File: config.mk
export PLATFORM = sky130hd
export DESIGN_NAME = ring_buffer_deque_with_search
export DESIGN_NICKNAME = d
export VERILOG_FILES = /design/src/rtl/rbds_pkg.sv /design/src/rtl/rbds_ctrl.sv /design/src/rtl/rbds_datapath.sv /design/src/rtl/ring_buffer_deque_with_search.sv
export SDC_FILE = /design/constraint.sdc
export NUM_CORES = 2
export LEC_CHECK = 0
export CORE_UTILIZATION = 50
export CTS_BUF_LIST = sky130_fd_sc_hd__clkbuf_8
export CTS_CLUSTER_DIAMETER = 50
export CTS_CLUSTER_SIZE = 40
export DETAILED_ROUTE_END_ITERATION = 12
export DONT_BUFFER_PORTS = 1
export PLACE_DENSITY = 0.68
export SYNTH_ARGS = -nofsm -noshare
export SYNTH_HDL_FRONTEND = slang
export SYNTH_SLANG_ARGS = --single-unit
File: constraint.sdc
create_clock -name clk_i -period 5.3 [get_ports clk_i]
set_input_delay 0.53 -clock clk_i [delete_from_list [all_inputs] [get_ports clk_i]]
set_output_delay 0.53 -clock clk_i [all_outputs]
set_load 0.03 [all_outputs]
File: src/rtl/rbds_pkg.sv
// ----------------------------------------------------------------------------
// rbds_pkg: shared types and constants of the ring buffer deque
// Opcodes, status codes, field widths and the controller/datapath bundles.
// ----------------------------------------------------------------------------
package rbds_pkg;

  localparam int DEPTH_DEF   = 64;
  localparam int CAP_W       = 7;
  localparam int CAP_RESET   = 64;
  localparam int FUNC_W      = 3;
  localparam int VALUE_W     = 32;
  localparam int STATUS_W    = 2;
  localparam int SLOT_OUT_W  = 6;
  localparam int FILL_W      = 7;
  localparam int OUT_DATA_W  = 48;
  localparam int PADDR_W     = 3;
  localparam int PDATA_W     = 32;

  // word index of the capacity register, taken from paddr[2]
  localparam logic REG_CAPACITY = 1'b0;

  typedef enum logic [FUNC_W-1:0] {
    FN_PUSH_REAR  = 3'd0,
    FN_PUSH_FRONT = 3'd1,
    FN_POP_FRONT  = 3'd2,
    FN_POP_REAR   = 3'd3,
    FN_PEEK       = 3'd4,
    FN_SEARCH     = 3'd5,
    FN_CLEAR      = 3'd6
  } func_e;

  typedef enum logic [STATUS_W-1:0] {
    ST_OK       = 2'd0,
    ST_FULL     = 2'd1,
    ST_EMPTY    = 2'd2,
    ST_NOTFOUND = 2'd3
  } status_e;

  // controller -> datapath
  typedef struct packed {
    logic load;       // latch the accepted item
    logic exec;       // run the operation on the pointers and count
    logic rd_cap;     // capture the word read from the store
    logic srch_step;  // one step of the search walk
    logic out_load;   // move the result into the output register
  } ctrl_cmd_t;

  // datapath -> controller
  typedef struct packed {
    logic is_search;
    logic need_read;
    logic srch_done;
    logic out_free;
  } dp_stat_t;

endpackage

File: src/rtl/rbds_ctrl.sv
// ----------------------------------------------------------------------------
// rbds_ctrl: operation sequencer of the ring buffer deque
// One-hot state machine that steps one item through execute, read, search
// and response phases.
// ----------------------------------------------------------------------------
module rbds_ctrl import rbds_pkg::*; (
  input  logic      clk_i,
  input  logic      rst_ni,
  input  logic      in_valid_i,
  output logic      in_ready_o,
  input  dp_stat_t  stat_i,
  output ctrl_cmd_t cmd_o
);

  typedef enum logic [4:0] {
    S_IDLE = 5'b00001,
    S_EXEC = 5'b00010,
    S_RDWT = 5'b00100,
    S_SRCH = 5'b01000,
    S_RESP = 5'b10000
  } state_e;

  state_e state_q, state_d;

  always_comb begin
    state_d    = state_q;
    cmd_o      = '0;
    in_ready_o = 1'b0;
    unique case (state_q)
      S_IDLE: begin
        in_ready_o = 1'b1;
        if (in_valid_i) begin
          cmd_o.load = 1'b1;
          state_d    = S_EXEC;
        end
      end
      S_EXEC: begin
        cmd_o.exec = 1'b1;
        if (stat_i.is_search) begin
          state_d = S_SRCH;
        end else if (stat_i.need_read) begin
          state_d = S_RDWT;
        end else begin
          state_d = S_RESP;
        end
      end
      S_RDWT: begin
        cmd_o.rd_cap = 1'b1;
        state_d      = S_RESP;
      end
      S_SRCH: begin
        cmd_o.srch_step = 1'b1;
        if (stat_i.srch_done) begin
          state_d = S_RESP;
        end
      end
      S_RESP: begin
        if (stat_i.out_free) begin
          cmd_o.out_load = 1'b1;
          state_d        = S_IDLE;
        end
      end
      default: begin
        state_d = S_IDLE;
      end
    endcase
  end

  always_ff @(posedge clk_i or negedge rst_ni) begin
    if (!rst_ni) begin
      state_q <= S_IDLE;
    end else begin
      state_q <= state_d;
    end
  end

endmodule

File: src/rtl/rbds_datapath.sv
// ----------------------------------------------------------------------------
// rbds_datapath: ring store, pointers and result registers of the deque
// Holds the store, head/tail/count, the capacity register, the search walk
// and the output register.
// ----------------------------------------------------------------------------
module rbds_datapath import rbds_pkg::*; #(
  parameter int DEPTH = DEPTH_DEF
) (
  input  logic                  clk_i,
  input  logic                  rst_ni,
  input  ctrl_cmd_t             cmd_i,
  output dp_stat_t              stat_o,
  input  logic [FUNC_W-1:0]     func_i,
  input  logic [VALUE_W-1:0]    value_i,
  input  logic                  cfg_we_i,
  input  logic [CAP_W-1:0]      cfg_wdata_i,
  output logic [PDATA_W-1:0]    cfg_rdata_o,
  output logic                  out_valid_o,
  input  logic                  out_ready_i,
  output logic [STATUS_W-1:0]   out_status_o,
  output logic [VALUE_W-1:0]    out_data_o,
  output logic [SLOT_OUT_W-1:0] out_slot_o,
  output logic [FILL_W-1:0]     out_fill_o
);

  localparam int PTR_W = (DEPTH > 1) ? $clog2(DEPTH) : 1;
  localparam int CNT_W = $clog2(DEPTH + 1);
  localparam int CW    = (CNT_W > CAP_W) ? CNT_W : CAP_W;
  localparam logic [CW-1:0] DEPTH_C = CW'(DEPTH);
  localparam logic [CW-1:0] CAP_RST = (CAP_RESET > DEPTH) ? CW'(DEPTH) : CW'(CAP_RESET);

  function automatic logic [PTR_W-1:0] step_up(logic [PTR_W-1:0] p, logic [CW-1:0] cap);
    logic [CW-1:0] nxt;
    nxt = CW'(p) + CW'(1);
    return (nxt >= cap) ? '0 : PTR_W'(nxt);
  endfunction

  function automatic logic [PTR_W-1:0] step_down(logic [PTR_W-1:0] p, logic [CW-1:0] cap);
    logic [CW-1:0] prv;
    prv = cap - CW'(1);
    return (p == '0) ? PTR_W'(prv) : p - PTR_W'(1);
  endfunction

  // store
  logic [VALUE_W-1:0] mem_q [DEPTH];
  logic [VALUE_W-1:0] rdata_q;
  logic               mem_we, mem_re;
  logic [PTR_W-1:0]   mem_waddr, mem_raddr;

  func_e              op_q, op_d;
  logic [VALUE_W-1:0] val_q, val_d;
  logic [PTR_W-1:0]   head_q, head_d, tail_q, tail_d;
  logic [CW-1:0]      cnt_q, cnt_d, cap_q, cap_d;
  status_e            res_status_q, res_status_d;
  logic [VALUE_W-1:0] res_data_q, res_data_d;
  logic [PTR_W-1:0]   res_slot_q, res_slot_d;
  logic [PTR_W-1:0]   scan_ptr_q, scan_ptr_d, pend_slot_q, pend_slot_d;
  logic [CW-1:0]      scan_cnt_q, scan_cnt_d;
  logic               pend_q, pend_d;
  logic               out_valid_q, out_valid_d;
  logic [STATUS_W-1:0]   out_status_q, out_status_d;
  logic [VALUE_W-1:0]    out_data_q, out_data_d;
  logic [SLOT_OUT_W-1:0] out_slot_q, out_slot_d;
  logic [FILL_W-1:0]     out_fill_q, out_fill_d;

  logic          is_full, is_empty, match_now, issue;
  logic [CW-1:0] cfg_v;

  assign is_full   = (cnt_q >= cap_q);
  assign is_empty  = (cnt_q == '0);
  assign match_now = pend_q && (rdata_q == val_q);
  assign issue     = !match_now && (scan_cnt_q != cnt_q);

  assign stat_o.is_search = (op_q == FN_SEARCH);
  assign stat_o.need_read = ((op_q == FN_POP_FRONT) || (op_q == FN_POP_REAR) ||
                             (op_q == FN_PEEK)) && !is_empty;
  assign stat_o.srch_done = match_now || (!pend_q && (scan_cnt_q == cnt_q));
  assign stat_o.out_free  = !out_valid_q || out_ready_i;

  // clamp the written capacity to 1..DEPTH
  always_comb begin
    cfg_v = CW'(cfg_wdata_i);
    if (cfg_v == '0) begin
      cfg_v = CW'(1);
    end else if (cfg_v > DEPTH_C) begin
      cfg_v = DEPTH_C;
    end
  end

  always_comb begin
    op_d         = op_q;
    val_d        = val_q;
    head_d       = head_q;
    tail_d       = tail_q;
    cnt_d        = cnt_q;
    cap_d        = cap_q;
    res_status_d = res_status_q;
    res_data_d   = res_data_q;
    res_slot_d   = res_slot_q;
    scan_ptr_d   = scan_ptr_q;
    scan_cnt_d   = scan_cnt_q;
    pend_d       = pend_q;
    pend_slot_d  = pend_slot_q;
    out_valid_d  = out_valid_q;
    out_status_d = out_status_q;
    out_data_d   = out_data_q;
    out_slot_d   = out_slot_q;
    out_fill_d   = out_fill_q;
    mem_we       = 1'b0;
    mem_re       = 1'b0;
    mem_waddr    = tail_q;
    mem_raddr    = head_q;

    if (cmd_i.load) begin
      op_d  = func_e'(func_i);
      val_d = value_i;
    end

    if (cmd_i.exec) begin
      res_status_d = ST_OK;
      res_data_d   = '0;
      res_slot_d   = '0;
      case (op_q)
        FN_PUSH_REAR: begin
          if (is_full) begin
            res_status_d = ST_FULL;
          end else begin
            mem_we    = 1'b1;
            mem_waddr = tail_q;
            tail_d    = step_up(tail_q, cap_q);
            cnt_d     = cnt_q + CW'(1);
          end
        end
        FN_PUSH_FRONT: begin
          if (is_full) begin
            res_status_d = ST_FULL;
          end else begin
            mem_we    = 1'b1;
            mem_waddr = step_down(head_q, cap_q);
            head_d    = step_down(head_q, cap_q);
            cnt_d     = cnt_q + CW'(1);
          end
        end
        FN_POP_FRONT: begin
          if (is_empty) begin
            res_status_d = ST_EMPTY;
          end else begin
            mem_re    = 1'b1;
            mem_raddr = head_q;
            head_d    = step_up(head_q, cap_q);
            cnt_d     = cnt_q - CW'(1);
          end
        end
        FN_POP_REAR: begin
          if (is_empty) begin
            res_status_d = ST_EMPTY;
          end else begin
            mem_re    = 1'b1;
            mem_raddr = step_down(tail_q, cap_q);
            tail_d    = step_down(tail_q, cap_q);
            cnt_d     = cnt_q - CW'(1);
          end
        end
        FN_PEEK: begin
          if (is_empty) begin
            res_status_d = ST_EMPTY;
          end else begin
            mem_re    = 1'b1;
            mem_raddr = head_q;
          end
        end
        FN_SEARCH: begin
          scan_ptr_d = head_q;
          scan_cnt_d = '0;
          pend_d     = 1'b0;
        end
        FN_CLEAR: begin
          head_d = '0;
          tail_d = '0;
          cnt_d  = '0;
        end
        default: ;
      endcase
    end

    if (cmd_i.rd_cap) begin
      res_data_d = rdata_q;
    end

    // walk from the front: issue one read a cycle, compare it the next
    if (cmd_i.srch_step) begin
      pend_d      = issue;
      pend_slot_d = scan_ptr_q;
      if (issue) begin
        mem_re     = 1'b1;
        mem_raddr  = scan_ptr_q;
        scan_ptr_d = step_up(scan_ptr_q, cap_q);
        scan_cnt_d = scan_cnt_q + CW'(1);
      end
      if (match_now) begin
        res_slot_d = pend_slot_q;
      end else if (!pend_q && (scan_cnt_q == cnt_q)) begin
        res_status_d = ST_NOTFOUND;
      end
    end

    if (cmd_i.out_load) begin
      out_valid_d  = 1'b1;
      out_status_d = res_status_q;
      out_data_d   = res_data_q;
      out_slot_d   = SLOT_OUT_W'(res_slot_q);
      out_fill_d   = FILL_W'(cnt_q);
    end else if (out_ready_i) begin
      out_valid_d = 1'b0;
    end

    if (cfg_we_i) begin
      cap_d  = cfg_v;
      head_d = '0;
      tail_d = '0;
      cnt_d  = '0;
    end
  end

  always_ff @(posedge clk_i or negedge rst_ni) begin
    if (!rst_ni) begin
      head_q      <= '0;
      tail_q      <= '0;
      cnt_q       <= '0;
      cap_q       <= CAP_RST;
      out_valid_q <= 1'b0;
    end else begin
      head_q      <= head_d;
      tail_q      <= tail_d;
      cnt_q       <= cnt_d;
      cap_q       <= cap_d;
      out_valid_q <= out_valid_d;
    end
  end

  always_ff @(posedge clk_i) begin
    op_q         <= op_d;
    val_q        <= val_d;
    res_status_q <= res_status_d;
    res_data_q   <= res_data_d;
    res_slot_q   <= res_slot_d;
    scan_ptr_q   <= scan_ptr_d;
    scan_cnt_q   <= scan_cnt_d;
    pend_q       <= pend_d;
    pend_slot_q  <= pend_slot_d;
    out_status_q <= out_status_d;
    out_data_q   <= out_data_d;
    out_slot_q   <= out_slot_d;
    out_fill_q   <= out_fill_d;
  end

  always_ff @(posedge clk_i) begin
    if (mem_we) begin
      mem_q[mem_waddr] <= val_q;
    end
    if (mem_re) begin
      rdata_q <= mem_q[mem_raddr];
    end
  end

  assign cfg_rdata_o  = PDATA_W'(cap_q);
  assign out_valid_o  = out_valid_q;
  assign out_status_o = out_status_q;
  assign out_data_o   = out_data_q;
  assign out_slot_o   = out_slot_q;
  assign out_fill_o   = out_fill_q;

endmodule

File: src/rtl/ring_buffer_deque_with_search.sv
// ----------------------------------------------------------------------------
// ring_buffer_deque_with_search: double-ended queue with linear search
// Signed 32-bit words in a ring store of programmable length; push and pop at
// both ends, peek, search for the first match from the front, and clear.
// ----------------------------------------------------------------------------
//
//  channel   dir  handshake                 payload
//  --------  ---  ------------------------  --------------------------------
//  s_axis    in   s_axis_tvalid/tready      tdata: value; tuser: func
//  m_axis    out  m_axis_tvalid/tready      tdata: data_out, slot_found,
//                                           fill_count; tuser: status
//  apb       in   psel & penable & pwrite   capacity at 0x0
//
//  Sequence: push, clear and refused items pass through the execute and
//  response states before m_axis_tvalid rises; pop and peek add a read-wait
//  state for the registered store read. Search walks from the front until the
//  first match or the end of the stored words (the walk reads one slot per
//  cycle through the single store read port).
//  One item is in flight at a time; s_axis_tready is high only while idle.
//  The output register holds a result while m_axis_tready is low, and the
//  next item is accepted meanwhile; its result waits until the register frees.
//  Reset empties the queue and sets capacity to 64, or to DEPTH if smaller;
//  the store needs no clear. Writing capacity also empties the queue.
//
module ring_buffer_deque_with_search import rbds_pkg::*; #(
  parameter int DEPTH = DEPTH_DEF
) (
  input  logic                  clk_i,
  input  logic                  rst_ni,
  // stream in
  input  logic                  s_axis_tvalid,
  output logic                  s_axis_tready,
  input  logic [VALUE_W-1:0]    s_axis_tdata,   // [31:0] value
  input  logic [FUNC_W-1:0]     s_axis_tuser,   // [2:0] func
  // stream out
  output logic                  m_axis_tvalid,
  input  logic                  m_axis_tready,
  output logic [OUT_DATA_W-1:0] m_axis_tdata,   // [31:0] data_out, [37:32] slot_found,
                                                // [44:38] fill_count, [47:45] zero
  output logic [STATUS_W-1:0]   m_axis_tuser,   // [1:0] status
  // configuration
  input  logic                  psel,
  input  logic                  penable,
  input  logic                  pwrite,
  input  logic [PADDR_W-1:0]    paddr,
  input  logic [PDATA_W-1:0]    pwdata,
  output logic [PDATA_W-1:0]    prdata,
  output logic                  pready
);

  ctrl_cmd_t             cmd;
  dp_stat_t              stat;
  logic                  cfg_hit;
  logic                  cfg_we;
  logic [PDATA_W-1:0]    cap_rdata;
  logic [STATUS_W-1:0]   out_status;
  logic [VALUE_W-1:0]    out_data;
  logic [SLOT_OUT_W-1:0] out_slot;
  logic [FILL_W-1:0]     out_fill;

  // decode the word address; only the capacity register exists
  assign pready  = 1'b1;
  assign cfg_hit = (paddr[2] == REG_CAPACITY);
  assign cfg_we  = psel && penable && pwrite && pready && cfg_hit;
  assign prdata  = cfg_hit ? cap_rdata : '0;

  rbds_ctrl u_ctrl (
    .clk_i      (clk_i),
    .rst_ni     (rst_ni),
    .in_valid_i (s_axis_tvalid),
    .in_ready_o (s_axis_tready),
    .stat_i     (stat),
    .cmd_o      (cmd)
  );

  rbds_datapath #(
    .DEPTH (DEPTH)
  ) u_datapath (
    .clk_i        (clk_i),
    .rst_ni       (rst_ni),
    .cmd_i        (cmd),
    .stat_o       (stat),
    .func_i       (s_axis_tuser),
    .value_i      (s_axis_tdata),
    .cfg_we_i     (cfg_we),
    .cfg_wdata_i  (pwdata[CAP_W-1:0]),
    .cfg_rdata_o  (cap_rdata),
    .out_valid_o  (m_axis_tvalid),
    .out_ready_i  (m_axis_tready),
    .out_status_o (out_status),
    .out_data_o   (out_data),
    .out_slot_o   (out_slot),
    .out_fill_o   (out_fill)
  );

  // pack the result, zero fill to whole bytes
  assign m_axis_tdata = {(OUT_DATA_W - VALUE_W - SLOT_OUT_W - FILL_W)'(0),
                         out_fill, out_slot, out_data};
  assign m_axis_tuser = out_status;

endmodule

# Word level (Yosys, flattened, before mapping)
# Memory sizes are Yosys's and may differ from the RTL's. A register that Yosys moved wholly into a read port is not among the register bits.
# Index checks and enable logic that the tools add are counted.
# totals
output_inout_bits	85
in_bits	77
regBits	174
elab_cells	174
mem_bits_rw	2048
memories	1
# op_classes
n_mux	80
reduce_logical	36
bitwise_logic	1
add_sub_neg	9
eq_ne	23
n_lt_le_gt_ge	5
# mem_list
name	words	width	rd	rd_clocked_by_memory_dff	write_ports	line_no	rtl
u_datapath.mem_q	64	32	1	1	1	rbds_datapath.sv:45	logic [VALUE_W-1:0] mem_q [DEPTH];
# op_table
op	count
two-way mux 6 bit	28
two-way mux 7 bit	11
two-way mux 32 bit	2
case mux 6 bit (3 select lines)	2
equality test 32 bit	1
greater-or-equal comparator 7 bit	4
two-way mux 5 bit	5
case mux 5 bit (5 select lines)	1
two-way mux 1 bit	24
adder 6 x 1 -> 7 bit, second input constant	3
case mux 7 bit (3 select lines)	1
!= test 3 bit, second input constant	6
subtractor 6 x 1 -> 6 bit, second input constant	3
adder 7 x 1 -> 7 bit, second input constant	2
zero test 7 bit	2
zero test 6 bit	2
AND reduction 4 bit	3
nonzero test 4 bit	3
two-way mux 2 bit	5
nonzero test 2 bit	5
equality test 3 bit, second input constant	3
equality test 7 bit	1
greater-than comparator 7 bit, second input constant	1
logical AND 1 bit	7
19 further kinds	29

# Logic depth before layout (Yosys ltp)
# logic_depth
depth_word	7
ltp_mapped	16
mapped_depth_nobuf	13

# Cells and area by module
# A second synthesis with hierarchy kept.
# unflattened
cells_unflattened	6080
area_unflattened_um2	90745.8
# modules_own_cells
module	cells_per_inst	instances	seq_area_each_um2	area_per_inst_um2
rbds_datapath	6001	1	67190.7	90142.7
rbds_ctrl	37	1	126.4	332.8
ring_buffer_deque_with_search	42	1	0.0	270.3

# Worst setup path before layout
# OpenSTA, ideal clock, no wires.
# synth_path
path_kind	register to register
start	reg u_datapath.cnt_q[0]
end	mem u_datapath.mem_q[0][0], enable pin
setup_time_ns	0.421
path_stages_with_launch	15
period_less_slack_ns	5.061
n_path_buf	2
slack_ns	0.239
arrival_time_ns	4.639
t_required_ns	4.879
path_cell_list	dfrtp_1 clkbuf_2 inv_1 ha_1 nand2b_1 a21o_1 a21o_1 a21o_1 a21o_1 a21o_1 a2111oi_2 buf_2 mux2i_1 nand3_1 nor2_1
# synth_via
elab_chain_cells	6
elab_cells_between_ends	9
classes_between	order compare: 1; mux: 8
# synth_lines
element	line_no	rtl
from (decl)	rbds_datapath.sv:53	logic [CW-1:0] cnt_q, cnt_d, cap_q, cap_d;
from (signal assigned)	rbds_datapath.sv:235	cnt_q <= cnt_d;
greater-or-equal comparator 7 bit *	rbds_datapath.sv:69	assign is_full = (cnt_q >= cap_q);
two-way mux 1 bit	rbds_datapath.sv:125, rbds_datapath.sv:135	
two-way mux 1 bit	--	
two-way mux 1 bit	rbds_datapath.sv:119	if (cmd_i.exec) begin
two-way mux 1 bit	rbds_datapath.sv:258	if (mem_we) begin
two-way mux 1 bit (not written as such)	rbds_datapath.sv:259	mem_q[mem_waddr] <= val_q;
to (decl)	rbds_datapath.sv:45	
# Every way passes the cells marked *; elsewhere a longest branch is shown, timed or not.

# Worst setup path in the final report
# layout_path
start	reg u_datapath.val_q[31]
end	reg u_datapath.rdata_q[30], read port of u_datapath.mem_q, data pin
# layout_via
elab_chain_cells	6
elab_cells_between_ends	8
classes_between	eq/ne: 1; mux: 4; reduce/logical: 3
# layout_lines
element	line_no	rtl
from (decl)	rbds_datapath.sv:51	logic [VALUE_W-1:0] val_q, val_d;
from (signal assigned)	rbds_datapath.sv:243	val_q <= val_d;
equality test 32 bit *	rbds_datapath.sv:71	assign match_now = pend_q && (rdata_q == val_q);
logical AND 1 bit *	rbds_datapath.sv:71	
zero test 1 bit *	rbds_datapath.sv:72	assign issue = !match_now && (scan_cnt_q != cnt_q);
logical AND 1 bit *	rbds_datapath.sv:72	
two-way mux 6 bit / two-way mux 1 bit (equally long branches)	rbds_datapath.sv:194	if (issue) begin
two-way mux 6 bit / two-way mux 1 bit (equally long branches)	rbds_datapath.sv:191	if (cmd_i.srch_step) begin
to (decl)	rbds_datapath.sv:46	logic [VALUE_W-1:0] rdata_q;
# Marked as above.
# A chain may end at the register's enable or synchronous reset.

==> results.md <==
- Status: complete, no violations
- Synth Flop Type: edfxtp_1
- Post-Syn Area: 88700 um^2
- Max_slew headroom: roughly 16%
- Final core utilization: 56.4%
- Max cap viols: 0
- Worst hold path type: primary input to asynchronous set/reset pin
- Total CTS buffers: 157
- Achievable Freq: 0.206 GHz
- CTS clk-pin slew, worst paths: 130 ps
- Iteration-0 DRC Markers: 7248
- Final setup fails: 0
- CP Capture Type: register
- Reg2Reg Setup Slack: 450 ps
- Share of cells above drive strength 1: 13.1%
- Per-cell routed wire length: 29.6 um
- Num ports: ~160
- Critical path class: register to register
- Seq/Total Area, Yosys: 75.9%
- R2R Path End: u_datapath.rdata_q[30]
- H-tree Lvls: 4
- Worst ir drop on vdd: roughly 0.33 mV
- Vias: 51600
- DP HPWL: 142000 um
- Post-CTS sizing: 0
- CTS Root Cell: clkbuf_8
- Gr ovfl total: 0
- CP required: roughly 6000 ps
- Total Neg Setup Slack: 0 ps
- Fin. max-slew vios: 0
- Drt pass-1 iters: 6
- Yosys Warn Count: 0
- Reg-to-Reg Start: u_datapath.val_q[31]
- Setup Buffers After CTS: 0
- Static Leak: 34.8 nW
- Final hold vios: 0
- RePlAce Congestion: between 0.9 and 1
- CP startpoint kind: register
- Final WL: 245000 um
- DRC violations left: 0
- Syn avg cell area: 16.0 um^2
- DIE AREA: 179000 um^2
- Reg2Reg Depth: 13
- RSZ-0062 raised after global routing: false
- Final ANT Viol Nets: 0
- Die height: 423 um
- Critical path arrival: 5550 ps
- CTS tree: done
- Clk buf depth: 3
- Die Wd: 423 um
- Clock sink count: 2254
- Number of flops mapped to enable cells by yosys: 2201
- Global-route wire length before repair: between 300000 and 400000 um
- Initial antenna violation count: 21
- Initial Util: 50.4%
- Post-synth ARST share: 1.42%
- Final min period: between 4000 and 5000 ps
- Final #Nets: 5936
- Vias in the first global route: 48200
- Core area: 176000 um^2
- Vias per std cell: a little over 6
- Total global routing track utilization: a little over a quarter
- Non-Filler Instances: about 8300
- Synth unique cells: 71
- Area grow syn2layout: 12.0%
- Period utilization: 91.6%
- # rows: 154
- Register bit total from synthesis: 2254
- Clock latency at the later pin of the worst-skew pair: between 900 and 1000 ps
- Critical path fanouts, max: 29
- Dpl cells: 7950
- Worst setup startpoint: u_datapath.val_q[31]
- Pwr Density: slightly below 500 nW/um^2
- Worst Tran Pin Value: around 1300 ps
- Syn Inst Count: 5541
- Worst Clk Skew: approximately 67 ps
- Pin count of the biggest net entering global routing: 65
- Port-buffer cells: 0
- Fin Hold WS: 129 ps
how the worst max path moves through the flow:
| stage | cells after the start | to |
|---|---|---|
| 6_report | 13 | u_datapath.rdata_q[30] |
| 5_1_grt | 14 | u_datapath.rdata_q[23] |
| 4_1_cts | 14 | u_datapath.rdata_q[13] |
| 3_5_place_dp | 14 | u_datapath.rdata_q[23] |
| 3_3_place_gp | 14 | u_datapath.rdata_q[23] |
| 2_1_floorplan | 14 | u_datapath.mem_q[0][0] |
cell type report:
type	instances	area, um^2
inverters	31	116
clock buffers	161	2220
flip-flops and latches	2254	67300
clock inverters	128	1590
well taps	2340	2930
fillers	13400	76800
multi-input cells	2936	20200
repair buffers	436	4990
diodes	5	12.5
worst max-delay path, cell delays in order, from the launching register on:
cell and delay, ps:
edfxtp_1 650, xnor2_1 260, nand4_1 120, nor4_1 750, buf_4 260, a31oi_4 100
mux2_8 610, buf_12 270, buf_4 250, mux2i_1 210, o22ai_1 100, o21ai_0 370
and4_1 510, nand4_1 120
state kept, by name, indices dropped and copies added, names as in the netlist, 5 cells and up:
register / flops
u_datapath.mem_q: 2048
u_datapath.out_data_o: 32
u_datapath.rdata_q: 32
u_datapath.res_data_q: 32
u_datapath.val_q: 32
u_datapath.cap_q: 7
u_datapath.cnt_q: 7
u_datapath.out_fill_o: 7
u_datapath.scan_cnt_q: 7
u_datapath.head_q: 6
u_datapath.out_slot_o: 6
u_datapath.pend_slot_q: 6
u_datapath.res_slot_q: 6
u_datapath.scan_ptr_q: 6
u_datapath.tail_q: 6
u_ctrl.state_q: 5
power breakdown:
part           internal, mW  switching, mW  total, mW
Sequential             20.9          0.616       21.5
Combinational          5.83           10.4       16.3
Clock                  3.71           6.32       10.0
Yosys cell counts, types with 4 or more instances:
cell	n	area, um^2
a222oi_1	61	611
or2_2	6	37.5
and4_1	30	263
o211ai_1	4	30.0
a211oi_1	7	52.6
o31ai_1	10	75.1
nor4_1	5	31.3
buf_4	95	713
nand3_1	292	1460
nor2_1	110	413
and2_1	39	244
o21ai_0	160	801
a31oi_1	93	582
ha_1	42	526
nand2_1	673	2530
nand4_1	104	651
nor2b_1	7	43.8
mux2_2	10	113
nand2b_1	18	113
and3_1	31	194
or2_1	4	25.0
nand3b_1	6	45.0
a32oi_1	18	158
inv_1	31	116
or3_1	6	37.5
buf_6	12	135
dfxtp_1	21	420
o22ai_1	263	1650
a21o_1	20	150
clkbuf_1	114	428
mux2i_1	731	7320
xor2_1	15	131
a22oi_1	6	45.0
a21oi_1	31	155
a22o_1	4	35.0
buf_1	30	113
xnor2_1	51	447
buf_2	90	450
nor3_1	18	90.1
dfrtp_1	30	751
edfxtp_1	2201	66100
placed cells by master, fill, tap and decap left out, drive strengths merged, types with 6 or more instances in the layout:
cell / n
a211oi: 7
a21o: 20
a21oi: 32
a222oi: 61
a22oi: 6
a31oi: 93
a32oi: 18
and2: 39
and3: 31
and4: 30
buf: 391
bufinv: 8
clkbuf: 161
clkinv: 47
clkinvlp: 8
conb: 29
dfrtp: 30
dfxtp: 21
dlygate4sd3: 45
edfxtp: 2201
ha: 42
inv: 96
mux2: 11
mux2i: 731
nand2: 673
nand2b: 18
nand3: 292
nand3b: 6
nand4: 104
nor2: 110
nor2b: 7
nor3: 18
o21ai: 163
o22ai: 263
o31ai: 10
or2: 10
or3: 6
xnor2: 51
xor2: 15
through the flow:
| stage | total power, mW | setup WS (ps) | cell area (um^2) |
|---|---|---|---|
| 2_1_floorplan | 30.8 | 239 | 88800 |
| 3_3_place_gp | 37.6 | 627 | 95000 |
| 3_5_place_dp | 37.8 | 601 | 95000 |
| 4_1_cts | 47.7 | 595 | 99300 |
| 5_1_grt | 49.3 | 322 | 99300 |
| 6_report | 47.9 | 448 | 99400 |
cells by family (layout without fill, tap and decap cells):
family / after synthesis / in the layout / share of synthesized area (%)
buffers and inverters: 378 / 756 / 2.29
multiplexers: 742 / 742 / 8.39
flip-flops: 2254 / 2254 / 75.9
adder cells (fa/ha/maj): 43 / 43 / 0.615
AND/OR/NAND/NOR: 1357 / 1357 / 7.05
AO/OA/AOI/OAI: 699 / 699 / 5.12
XOR/XNOR: 66 / 66 / 0.651
other: 2 / 34 / 0.00846
per-layer routing:
| metal | share of wire, % | wire length (um) | global-route usage, % |
|---|---|---|---|
| met5 | 0.0098 | 24 | 0 |
| met1 | 39 | 96100 | 38.4 |
| met3 | 12 | 30500 | 6.29 |
| met2 | 44 | 109000 | 40.2 |
| met4 | 4.0 | 9920 | 10.8 |
repair_timing:
action,in CTS,in global routing
setup endpoints to repair,0,0
hold endpoints to repair,78,0
hold buffers,47,0
No activity file was read; power rests on OpenSTA's default activity.
